## src/hw/rtl/slcg_pkg.sv

```systemverilog
// Package for the shuffled Lehmer uniform generator.
// Holds shared constants, the request codes and the controller-to-datapath command type.
// No dependencies.
package slcg_pkg;

    // Default number of entries in the shuffle table.
    localparam int TABLE_DEPTH_DEF = 32;

    // Generator steps run after a seed load, before the table fill starts.
    localparam int WARMUP_STEPS = 8;

    // Lehmer multiplier and Mersenne prime modulus.
    localparam logic [14:0] LCG_MULT   = 15'd16807;
    localparam logic [30:0] LCG_MOD    = 31'h7FFF_FFFF;
    localparam logic [30:0] SAMPLE_MAX = 31'd2147483389;

    // Request codes carried on the op field of an input word.
    localparam logic OP_DRAW   = 1'b0;
    localparam logic OP_RESEED = 1'b1;

    // Commands from the controller to the datapath, one cycle each.
    typedef struct packed {
        logic load_seed;      // load the generator from a seed source
        logic seed_sel_input; // seed source is the input word, not the generator
        logic mul;            // register generator times multiplier
        logic fold;           // reduce the product modulo the prime into the generator
        logic seed_we;        // write the fold result into the table at the fill address
        logic seed_last;      // last fill step: fold result becomes the last output
        logic calc_idx;       // compute the table index from the last output
        logic draw_commit;    // finish a draw: swap the table entry and load the result
    } slcg_cmd_t;

endpackage

```

## src/hw/rtl/slcg_ram.sv

```systemverilog
// Generic single-port-write, single-port-read RAM with registered read data.
// No dependencies.
module slcg_ram #(
    parameter int WIDTH = 31,
    parameter int DEPTH = 32
) (
    input  logic                     aclk,
    input  logic                     we,
    input  logic [$clog2(DEPTH)-1:0] waddr,
    input  logic [WIDTH-1:0]         wdata,
    input  logic [$clog2(DEPTH)-1:0] raddr,
    output logic [WIDTH-1:0]         rdata
);

    logic [WIDTH-1:0] mem [DEPTH];

    // Write port and registered read port.
    always_ff @(posedge aclk) begin
        if (we) begin
            mem[waddr] <= wdata;
        end
        rdata <= mem[raddr];
    end

endmodule

```

## src/hw/rtl/slcg_dpath.sv

```systemverilog
// Datapath of the shuffled Lehmer generator: generator register, modular
// multiply, index reciprocal multiply, shuffle table and result register.
// Depends on slcg_pkg and slcg_ram.
module slcg_dpath #(
    parameter int TABLE_DEPTH = slcg_pkg::TABLE_DEPTH_DEF
) (
    input  logic                           aclk,
    input  logic                           aresetn,
    input  slcg_pkg::slcg_cmd_t            cmd,
    input  logic [$clog2(TABLE_DEPTH)-1:0] seed_addr,
    input  logic [30:0]                    s_seed_value,
    output logic                           seeded,
    output logic [30:0]                    m_sample
);
    import slcg_pkg::*;

    // Index = last output / bucket, done as a multiply by a rounded-up
    // reciprocal. With the shift set to 31 plus the ceiling log2 of the bucket the
    // quotient is exact for every 31-bit operand.
    localparam longint unsigned MOD_L = 64'd2147483647;
    localparam longint unsigned BUCKET = 64'd1 + (MOD_L - 64'd1) / TABLE_DEPTH;
    localparam int BUCKET_LOG = $clog2(BUCKET);
    localparam int SHIFT = 31 + BUCKET_LOG;
    localparam longint unsigned RECIP = ((64'd1 << SHIFT) + BUCKET - 64'd1) / BUCKET;
    localparam logic [31:0] RECIP_W = 32'(RECIP);
    localparam int QW = 63 - SHIFT;
    localparam int AW = $clog2(TABLE_DEPTH);
    localparam logic [AW-1:0] IDX_MAX = AW'(TABLE_DEPTH - 1);

    logic [30:0]   gen_reg;
    logic [45:0]   prod_reg;
    logic [30:0]   last_reg;
    logic [QW-1:0] idx_q_reg;
    logic [30:0]   sample_reg;

    logic [31:0]   fold_sum;
    logic [30:0]   fold_red;
    logic [30:0]   fold_x;
    logic [30:0]   seed_src;
    logic [30:0]   seed_fixed;
    logic [30:0]   idx_op;
    logic [62:0]   idx_prod;
    logic [AW-1:0] idx;
    logic [30:0]   table_rdata;
    logic          table_we;
    logic [AW-1:0] table_waddr;

    // Modular reduction of the registered product: fold the high bits onto
    // the low bits, one conditional subtract, and map zero to the modulus.
    always_comb begin
        fold_sum = {1'b0, prod_reg[30:0]} + 32'(prod_reg[45:31]);
        if (fold_sum >= {1'b0, LCG_MOD}) begin
            fold_red = 31'(fold_sum - {1'b0, LCG_MOD});
        end else begin
            fold_red = fold_sum[30:0];
        end
        fold_x = (fold_red == 31'd0) ? LCG_MOD : fold_red;
    end

    // Seed selection; zero and the modulus itself become one.
    always_comb begin
        seed_src = cmd.seed_sel_input ? s_seed_value : gen_reg;
        if (seed_src == 31'd0 || seed_src == LCG_MOD) begin
            seed_fixed = 31'd1;
        end else begin
            seed_fixed = seed_src;
        end
    end

    // Reciprocal multiply for the table index, from the picked entry on a
    // draw or from the last output at the end of a reseed.
    assign idx_op   = cmd.draw_commit ? table_rdata : last_reg;
    assign idx_prod = 63'(idx_op) * 63'(RECIP_W);

    // Clamp the quotient to the table.
    always_comb begin
        if (32'(idx_q_reg) >= 32'(TABLE_DEPTH)) begin
            idx = IDX_MAX;
        end else begin
            idx = AW'(idx_q_reg);
        end
    end

    // The last output doubles as the seeded flag.
    always_ff @(posedge aclk) begin
        if (!aresetn) begin
            gen_reg  <= 31'd1;
            last_reg <= 31'd0;
        end else begin
            if (cmd.load_seed) begin
                gen_reg <= seed_fixed;
            end else if (cmd.fold) begin
                gen_reg <= fold_x;
            end
            if (cmd.fold && cmd.seed_last) begin
                last_reg <= fold_x;
            end else if (cmd.draw_commit) begin
                last_reg <= table_rdata;
            end
        end
    end

    // Payload registers: product, index quotient and result word.
    always_ff @(posedge aclk) begin
        if (cmd.mul) begin
            prod_reg <= 46'(gen_reg) * 46'(LCG_MULT);
        end
        if (cmd.calc_idx || cmd.draw_commit) begin
            idx_q_reg <= idx_prod[62:SHIFT];
        end
        if (cmd.draw_commit) begin
            sample_reg <= (table_rdata > SAMPLE_MAX) ? SAMPLE_MAX : table_rdata;
        end
    end

    // Shuffle table: filled during a reseed, swapped on each draw.
    assign table_we    = cmd.seed_we || cmd.draw_commit;
    assign table_waddr = cmd.draw_commit ? idx : seed_addr;

    slcg_ram #(
        .WIDTH(31),
        .DEPTH(TABLE_DEPTH)
    ) u_table (
        .aclk (aclk),
        .we   (table_we),
        .waddr(table_waddr),
        .wdata(fold_x),
        .raddr(idx),
        .rdata(table_rdata)
    );

    assign seeded   = (last_reg != 31'd0);
    assign m_sample = sample_reg;

endmodule

```

## src/hw/rtl/slcg_ctrl.sv

```systemverilog
// Controller of the shuffled Lehmer generator: sequences reseed, table fill
// and draws, and owns the input ready and the result valid.
// Depends on slcg_pkg.
module slcg_ctrl #(
    parameter int TABLE_DEPTH = slcg_pkg::TABLE_DEPTH_DEF
) (
    input  logic                           aclk,
    input  logic                           aresetn,
    input  logic                           s_valid,
    input  logic                           s_op,
    output logic                           s_ready,
    output logic                           m_valid,
    input  logic                           m_ready,
    input  logic                           seeded,
    output slcg_pkg::slcg_cmd_t            cmd,
    output logic [$clog2(TABLE_DEPTH)-1:0] seed_addr
);
    import slcg_pkg::*;

    localparam int AW = $clog2(TABLE_DEPTH);
    localparam int STEPS = WARMUP_STEPS + TABLE_DEPTH;
    localparam int CW = $clog2(STEPS);
    localparam logic [CW-1:0] CNT_LAST = CW'(STEPS - 1);
    localparam logic [CW-1:0] CNT_FILL = CW'(WARMUP_STEPS);

    typedef enum logic [2:0] {
        ST_IDLE,
        ST_SEED_MUL,
        ST_SEED_FOLD,
        ST_SEED_IDX,
        ST_DRAW_MUL,
        ST_DRAW_FOLD
    } state_t;

    state_t        state_reg;
    state_t        state_next;
    logic [CW-1:0] cnt_reg;
    logic [CW-1:0] cnt_next;
    logic          m_valid_reg;
    logic          m_valid_next;
    logic          out_free;
    logic [CW-1:0] fill_offset;

    assign out_free = !m_valid_reg || m_ready;

    // The table fills from the highest entry down after the warm-up steps.
    assign fill_offset = CNT_LAST - cnt_reg;
    assign seed_addr   = fill_offset[AW-1:0];

    // Next state and commands.
    always_comb begin
        state_next = state_reg;
        cnt_next   = cnt_reg;
        cmd        = '0;
        case (state_reg)
            ST_IDLE: begin
                if (s_valid) begin
                    if (s_op == OP_RESEED) begin
                        cmd.load_seed      = 1'b1;
                        cmd.seed_sel_input = 1'b1;
                        cnt_next           = '0;
                        state_next         = ST_SEED_MUL;
                    end else if (!seeded) begin
                        cmd.load_seed = 1'b1;
                        cnt_next      = '0;
                        state_next    = ST_SEED_MUL;
                    end else begin
                        cmd.mul    = 1'b1;
                        state_next = ST_DRAW_FOLD;
                    end
                end
            end
            ST_SEED_MUL: begin
                cmd.mul    = 1'b1;
                state_next = ST_SEED_FOLD;
            end
            ST_SEED_FOLD: begin
                cmd.fold    = 1'b1;
                cmd.seed_we = (cnt_reg >= CNT_FILL);
                if (cnt_reg == CNT_LAST) begin
                    cmd.seed_last = 1'b1;
                    state_next    = ST_SEED_IDX;
                end else begin
                    cnt_next   = cnt_reg + CW'(1);
                    state_next = ST_SEED_MUL;
                end
            end
            ST_SEED_IDX: begin
                cmd.calc_idx = 1'b1;
                state_next   = ST_DRAW_MUL;
            end
            ST_DRAW_MUL: begin
                cmd.mul    = 1'b1;
                state_next = ST_DRAW_FOLD;
            end
            ST_DRAW_FOLD: begin
                if (out_free) begin
                    cmd.fold        = 1'b1;
                    cmd.draw_commit = 1'b1;
                    state_next      = ST_IDLE;
                end
            end
            default: begin
                state_next = ST_IDLE;
            end
        endcase
    end

    assign m_valid_next = cmd.draw_commit || (m_valid_reg && !m_ready);

    // State, step counter and result valid.
    always_ff @(posedge aclk) begin
        if (!aresetn) begin
            state_reg   <= ST_IDLE;
            cnt_reg     <= '0;
            m_valid_reg <= 1'b0;
        end else begin
            state_reg   <= state_next;
            cnt_reg     <= cnt_next;
            m_valid_reg <= m_valid_next;
        end
    end

    assign s_ready = (state_reg == ST_IDLE);
    assign m_valid = m_valid_reg;

    // A draw completes only when the result register can take the word.
    a_commit_free: assert property (@(posedge aclk) disable iff (!aresetn)
        cmd.draw_commit |-> (!m_valid_reg || m_ready))
        else $error("draw committed over an unread result");

    // A draw never reads the table before it was filled.
    a_commit_seeded: assert property (@(posedge aclk) disable iff (!aresetn)
        cmd.draw_commit |-> seeded)
        else $error("draw committed while unseeded");

    // A reseed word starts the seeding sequence.
    a_reseed_start: assert property (@(posedge aclk) disable iff (!aresetn)
        (s_valid && s_ready && s_op == OP_RESEED) |=>
            (state_reg == ST_SEED_MUL && cnt_reg == '0))
        else $error("reseed did not start the seeding sequence");

    // Fill writes stay inside the table.
    a_fill_range: assert property (@(posedge aclk) disable iff (!aresetn)
        cmd.seed_we |-> (32'(seed_addr) < 32'(TABLE_DEPTH)))
        else $error("fill address past the table");

    // A new result word appears only after a committed draw.
    a_valid_source: assert property (@(posedge aclk) disable iff (!aresetn)
        $rose(m_valid_reg) |-> $past(cmd.draw_commit))
        else $error("result valid without a draw");

endmodule

```

## src/hw/rtl/shuffled_lcg_uniform_rng_top.sv

```systemverilog
// Shuffled Lehmer uniform generator: x = 16807 * x mod (2^31 - 1) feeding
// a shuffle table of TABLE_DEPTH entries.
// Input channel (s_): one word per request. s_op = 0 draws the next number,
// s_op = 1 reseeds from s_seed_value (zero or 2^31 - 1 become one) and draws.
// A draw before any seed seeds itself from the generator first.
// Result channel (m_): one word per request, m_sample in 1..2147483389,
// read as a fraction by dividing by 2147483647.
// A plain draw registers the multiply in the accepting cycle, then runs the
// modular fold; m_valid rises at the edge that ends the fold.
// A reseeding word loads the seed in the accepting cycle, then runs eight
// warm-up steps and one step per table entry, each a multiply and a fold,
// then the index setup and the draw.
// s_ready is high whenever no word is in progress; a finished result sits in
// an output register, so the next word is taken while that result waits.
// If the receiver stalls, the following draw holds in its last cycle until
// the output register frees up; nothing is lost or repeated.
// Reset (synchronous, active low) sets the generator to one and marks the
// block unseeded; the table contents are left as they are.
// Depends on slcg_pkg, slcg_ctrl, slcg_dpath and slcg_ram.
module shuffled_lcg_uniform_rng_top #(
    parameter int TABLE_DEPTH = slcg_pkg::TABLE_DEPTH_DEF
) (
    input  logic        aclk,
    input  logic        aresetn,
    input  logic        s_valid,
    output logic        s_ready,
    input  logic        s_op,
    input  logic [30:0] s_seed_value,
    output logic        m_valid,
    input  logic        m_ready,
    output logic [30:0] m_sample
);
    import slcg_pkg::*;

    slcg_cmd_t                      cmd;
    logic                           seeded;
    logic [$clog2(TABLE_DEPTH)-1:0] seed_addr;

    // Sequencer.
    slcg_ctrl #(
        .TABLE_DEPTH(TABLE_DEPTH)
    ) u_ctrl (
        .aclk     (aclk),
        .aresetn  (aresetn),
        .s_valid  (s_valid),
        .s_op     (s_op),
        .s_ready  (s_ready),
        .m_valid  (m_valid),
        .m_ready  (m_ready),
        .seeded   (seeded),
        .cmd      (cmd),
        .seed_addr(seed_addr)
    );

    // Arithmetic, table and result register.
    slcg_dpath #(
        .TABLE_DEPTH(TABLE_DEPTH)
    ) u_dpath (
        .aclk        (aclk),
        .aresetn     (aresetn),
        .cmd         (cmd),
        .seed_addr   (seed_addr),
        .s_seed_value(s_seed_value),
        .seeded      (seeded),
        .m_sample    (m_sample)
    );

endmodule
```

## config.mk

```make
export PLATFORM = sky130hd
export DESIGN_NAME = shuffled_lcg_uniform_rng_top
export DESIGN_NICKNAME = d
export VERILOG_FILES = /design/src/hw/rtl/slcg_pkg.sv /design/src/hw/rtl/slcg_ram.sv /design/src/hw/rtl/slcg_dpath.sv /design/src/hw/rtl/slcg_ctrl.sv /design/src/hw/rtl/shuffled_lcg_uniform_rng_top.sv
export SDC_FILE = /design/constraint.sdc
export NUM_CORES = 2
export LEC_CHECK = 0
export BUFFER_PORTS_ARGS = -buffer_cell sky130_fd_sc_hd__buf_2
export CORE_MARGIN = 5
export CORE_UTILIZATION = 57
export DETAILED_ROUTE_END_ITERATION = 6
export GPL_TIMING_DRIVEN = 1
export PLACE_DENSITY_LB_ADDON = 0.2
export SLEW_MARGIN = 20
export SYNTH_ARGS = -nofsm -noshare
export SYNTH_HDL_FRONTEND = slang
export SYNTH_HIERARCHICAL = 1
export SYNTH_SLANG_ARGS = --single-unit
```

## constraint.sdc

```tcl
create_clock -name aclk -period 6.9 [get_ports aclk]
set_input_delay 1.035 -clock aclk [delete_from_list [all_inputs] [get_ports aclk]]
set_output_delay 1.035 -clock aclk [all_outputs]
set_load 0.05 [all_outputs]
```

==> impl_metrics.ini <==
[worst_setup_path]
rr_worst_depth = 26
critPathMaxStageDelay_ps = 550
crit_arrival_ps = 7040
path_class = flip-flop to flip-flop
crit_path_start_kind = flip-flop
r2r-start = u_dpath/gen_reg[18]$_SDFFE_PN0P_
cp_max_fo = 5
reg2reg_slack_ps = 280
cp.required_ps = 7330
reg2reg_to = u_dpath/prod_reg[41]$_DFFE_PP_
worstSetupEndpointType = flip-flop
crit_slowest_cell = fa_1

[yosys]
yosysTopAreaCell = edfxtp_1
syn-num-nets = 4378
synth_ff_type = edfxtp_1
yosysSeqAreaShare_pct = 61.57
yosys_warnings = 6
syn_avg_cell_area_um2 = 13.93
synth.top_cells.by_count = edfxtp_1 (1074), mux2i_1 (522), inv_1 (324)
yosysMostFrequentCell = edfxtp_1
ys_types = 87
yosysTopAreaCellShare_pct = 57.87
async_flop_share_pct = 0
synth_edf_count = 1074
synth_seq_cells = 1177
syn_area_um2 = 55730
synth_area_leaders = edfxtp_1 (58%), mux2i_1 (9.4%), fa_1 (4.8%)
syn_inst = 4002

[route]
vias_per_cell = 6.187
first_pass_iters = 6
drc = 0
routed_wl_mm = 145.5
wire_per_inst_um = 26.28
drt_iter0_markers = 3419
num_vias = 34238
postRouteAntennaNets = 0

[layout]
final.fill_count = 7124
layout.nets = 4534
largest_reg_flops = 992
drive_above_1_share_pct = 11.82
finalNonFillerCells = 5534
final_core_utilization_pct = 64.15
area_growth_syn_to_layout_pct = 11.48

[global_routing]
grt_max_degree = 129
grt_pass1_wl_mm = 214.6
grt_pass1_vias = 33762
grt.total_usage_pct = 27.67
gr-total-overflow = 0
antenna_found_initial = 4

[clock_tree]
cts.sinks = 1177
cts_buffers = 116
insertion_delay_ps = 700
cts.repair.resized = 0
cts-htree-levels = 3
clk_path_buf_depth = 3
path_clk_slew_ps = 60
cts_tree = yes
clock-root-buffer = clkbuf_16
cts.hold.buffers_added = 0
post_cts_buffers = 0

[placed_design]
place_ws_ps = 163.8
dp_hpwl_mm = 91.77
numPortBuffers = 68
dp_cells = 5316
place.gp.congestion = 0.9336

[floorplanning]
die_h_um = 322.7
floorplan.initialDensity_pct = 57.55
coreArea_um2 = 96850
ioPinCount = 69
die_area_um2 = 104100
die_w_um = 322.7
rows = 114

[hold_path]
hold_end = u_dpath/m_sample[14]$_SDFFCE_PN1P_
hold_path_class = flip-flop to flip-flop
hold-path-cell-count = 0
min_from = u_dpath/u_table/rdata[14]$_DFF_P_

[timing]
maxSlewViolCount = 0
layout_min_cycle_time_ps = 6616
fmax_mhz = 151.2
finalSetupViolations = 0
slew_headroom_pct = 21.58
worst_pin_slew_ps = 1174
period_share_pct = 95.88
layout_setup_ws_ps = 284.2
hold_viol = 0
skew_ps = 31.22

[pwr]
ir_drop_uv = 232.5
p_per_area_nw_per_um2 = 297.6
p_leak_nw = 25.28
power_mw = 18.49

[status]
status = completed

[job]
maxCapViolCount = 0
==> cell type report <==
type	count	area, µm²	share of cell area (%)
Timing Repair Buffer	235	1732	2.787
Clock inverter	61	524.3	0.8438
Tap cell	1276	1597	2.570
Inverter	324	1216	1.957
Multi-Input combinational cell	2304	19590	31.53
Antenna cell	1	2.502	0.004028
Clock buffer	156	3157	5.081
Sequential cell	1177	34310	55.23
==> worst max-delay path, delay by kind of cell, from the launching register on <==
family | cells | cell delay (ps)
adders and majority gates | 7 | 3110
AOI/OAI and AO/OA | 11 | 2090
and+or+nand+nor | 1 | 400
buffers and inverters | 6 | 350
DFF | 1 | 340
xor gates and xnor gates | 1 | 70
==> worst max-delay path by stage <==
| stage | startpoint | to | slack (ps) | cells after the start |
|---|---|---|---|---|
| 2_1_floorplan | u_dpath/gen_reg[13]$_SDFFE_PN0P_ | u_dpath/prod_reg[44]$_DFFE_PP_ | 270 | 26 |
| 3_3_place_gp | u_dpath/gen_reg[18]$_SDFFE_PN0P_ | u_dpath/prod_reg[41]$_DFFE_PP_ | 190 | 26 |
| 3_5_place_dp | u_dpath/gen_reg[18]$_SDFFE_PN0P_ | u_dpath/prod_reg[41]$_DFFE_PP_ | 160 | 26 |
| 4_1_cts | u_dpath/gen_reg[18]$_SDFFE_PN0P_ | u_dpath/prod_reg[41]$_DFFE_PP_ | 130 | 26 |
| 5_1_grt | u_dpath/gen_reg[13]$_SDFFE_PN0P_ | u_dpath/prod_reg[44]$_DFFE_PP_ | -30 | 28 |
| 6_report | u_dpath/gen_reg[18]$_SDFFE_PN0P_ | u_dpath/prod_reg[41]$_DFFE_PP_ | 280 | 26 |
==> routing by layer <==
| metal | wire [µm] | GRT usage, % |
|---|---|---|
| met5 | 13 | 0 |
| met4 | 6349 | 11.03 |
| met3 | 10850 | 3.972 |
| met2 | 70640 | 46.67 |
| met1 | 57600 | 36.69 |
==> logic make-up (layout without fill, tap and decap cells) <==
family / after synthesis / in the layout / synth area share, %
multiplexers: 533 / 533 / 9.597
flip-flops: 1177 / 1177 / 61.57
buffers and inverters: 521 / 776 / 3.965
AND/OR/NAND/NOR: 730 / 730 / 6.427
AO/OA/AOI/OAI: 630 / 630 / 7.891
adder cells (fa/ha/maj): 340 / 340 / 9.438
other: 0 / 1 / 0
XOR/XNOR: 71 / 71 / 1.116
==> power by group <==
group | internal [mW] | switching (mW)
sequential | 8.70 | 0.122
clock | 3.47 | 2.64
combinational | 1.16 | 2.40
total | 13.3 | 5.16
==> layout by cell type (no fill, tap or decap), drive strengths merged, types with 102 or more instances in the layout <==
master | synthesis | final
fa | 134 | 134
buf | 92 | 235
a22oi | 102 | 102
a21oi | 153 | 153
edfxtp | 1074 | 1074
clkbuf | 105 | 156
inv | 324 | 331
ha | 206 | 206
nand2 | 243 | 243
dfxtp | 103 | 103
mux2i | 522 | 522
nand3 | 138 | 138
nor2 | 110 | 110
==> metrics by stage <==
step,cell area [µm²],hold slack [ps],setup TNS [ps]
3_3_place_gp,58360,448.3,0
6_report,62130,479.9,0
2_1_floorplan,55740,487.0,0
3_5_place_dp,58380,459.1,0
5_1_grt,62130,491.0,-28.87
4_1_cts,62070,473.9,0
No activity file was read; power rests on OpenSTA's default activity.
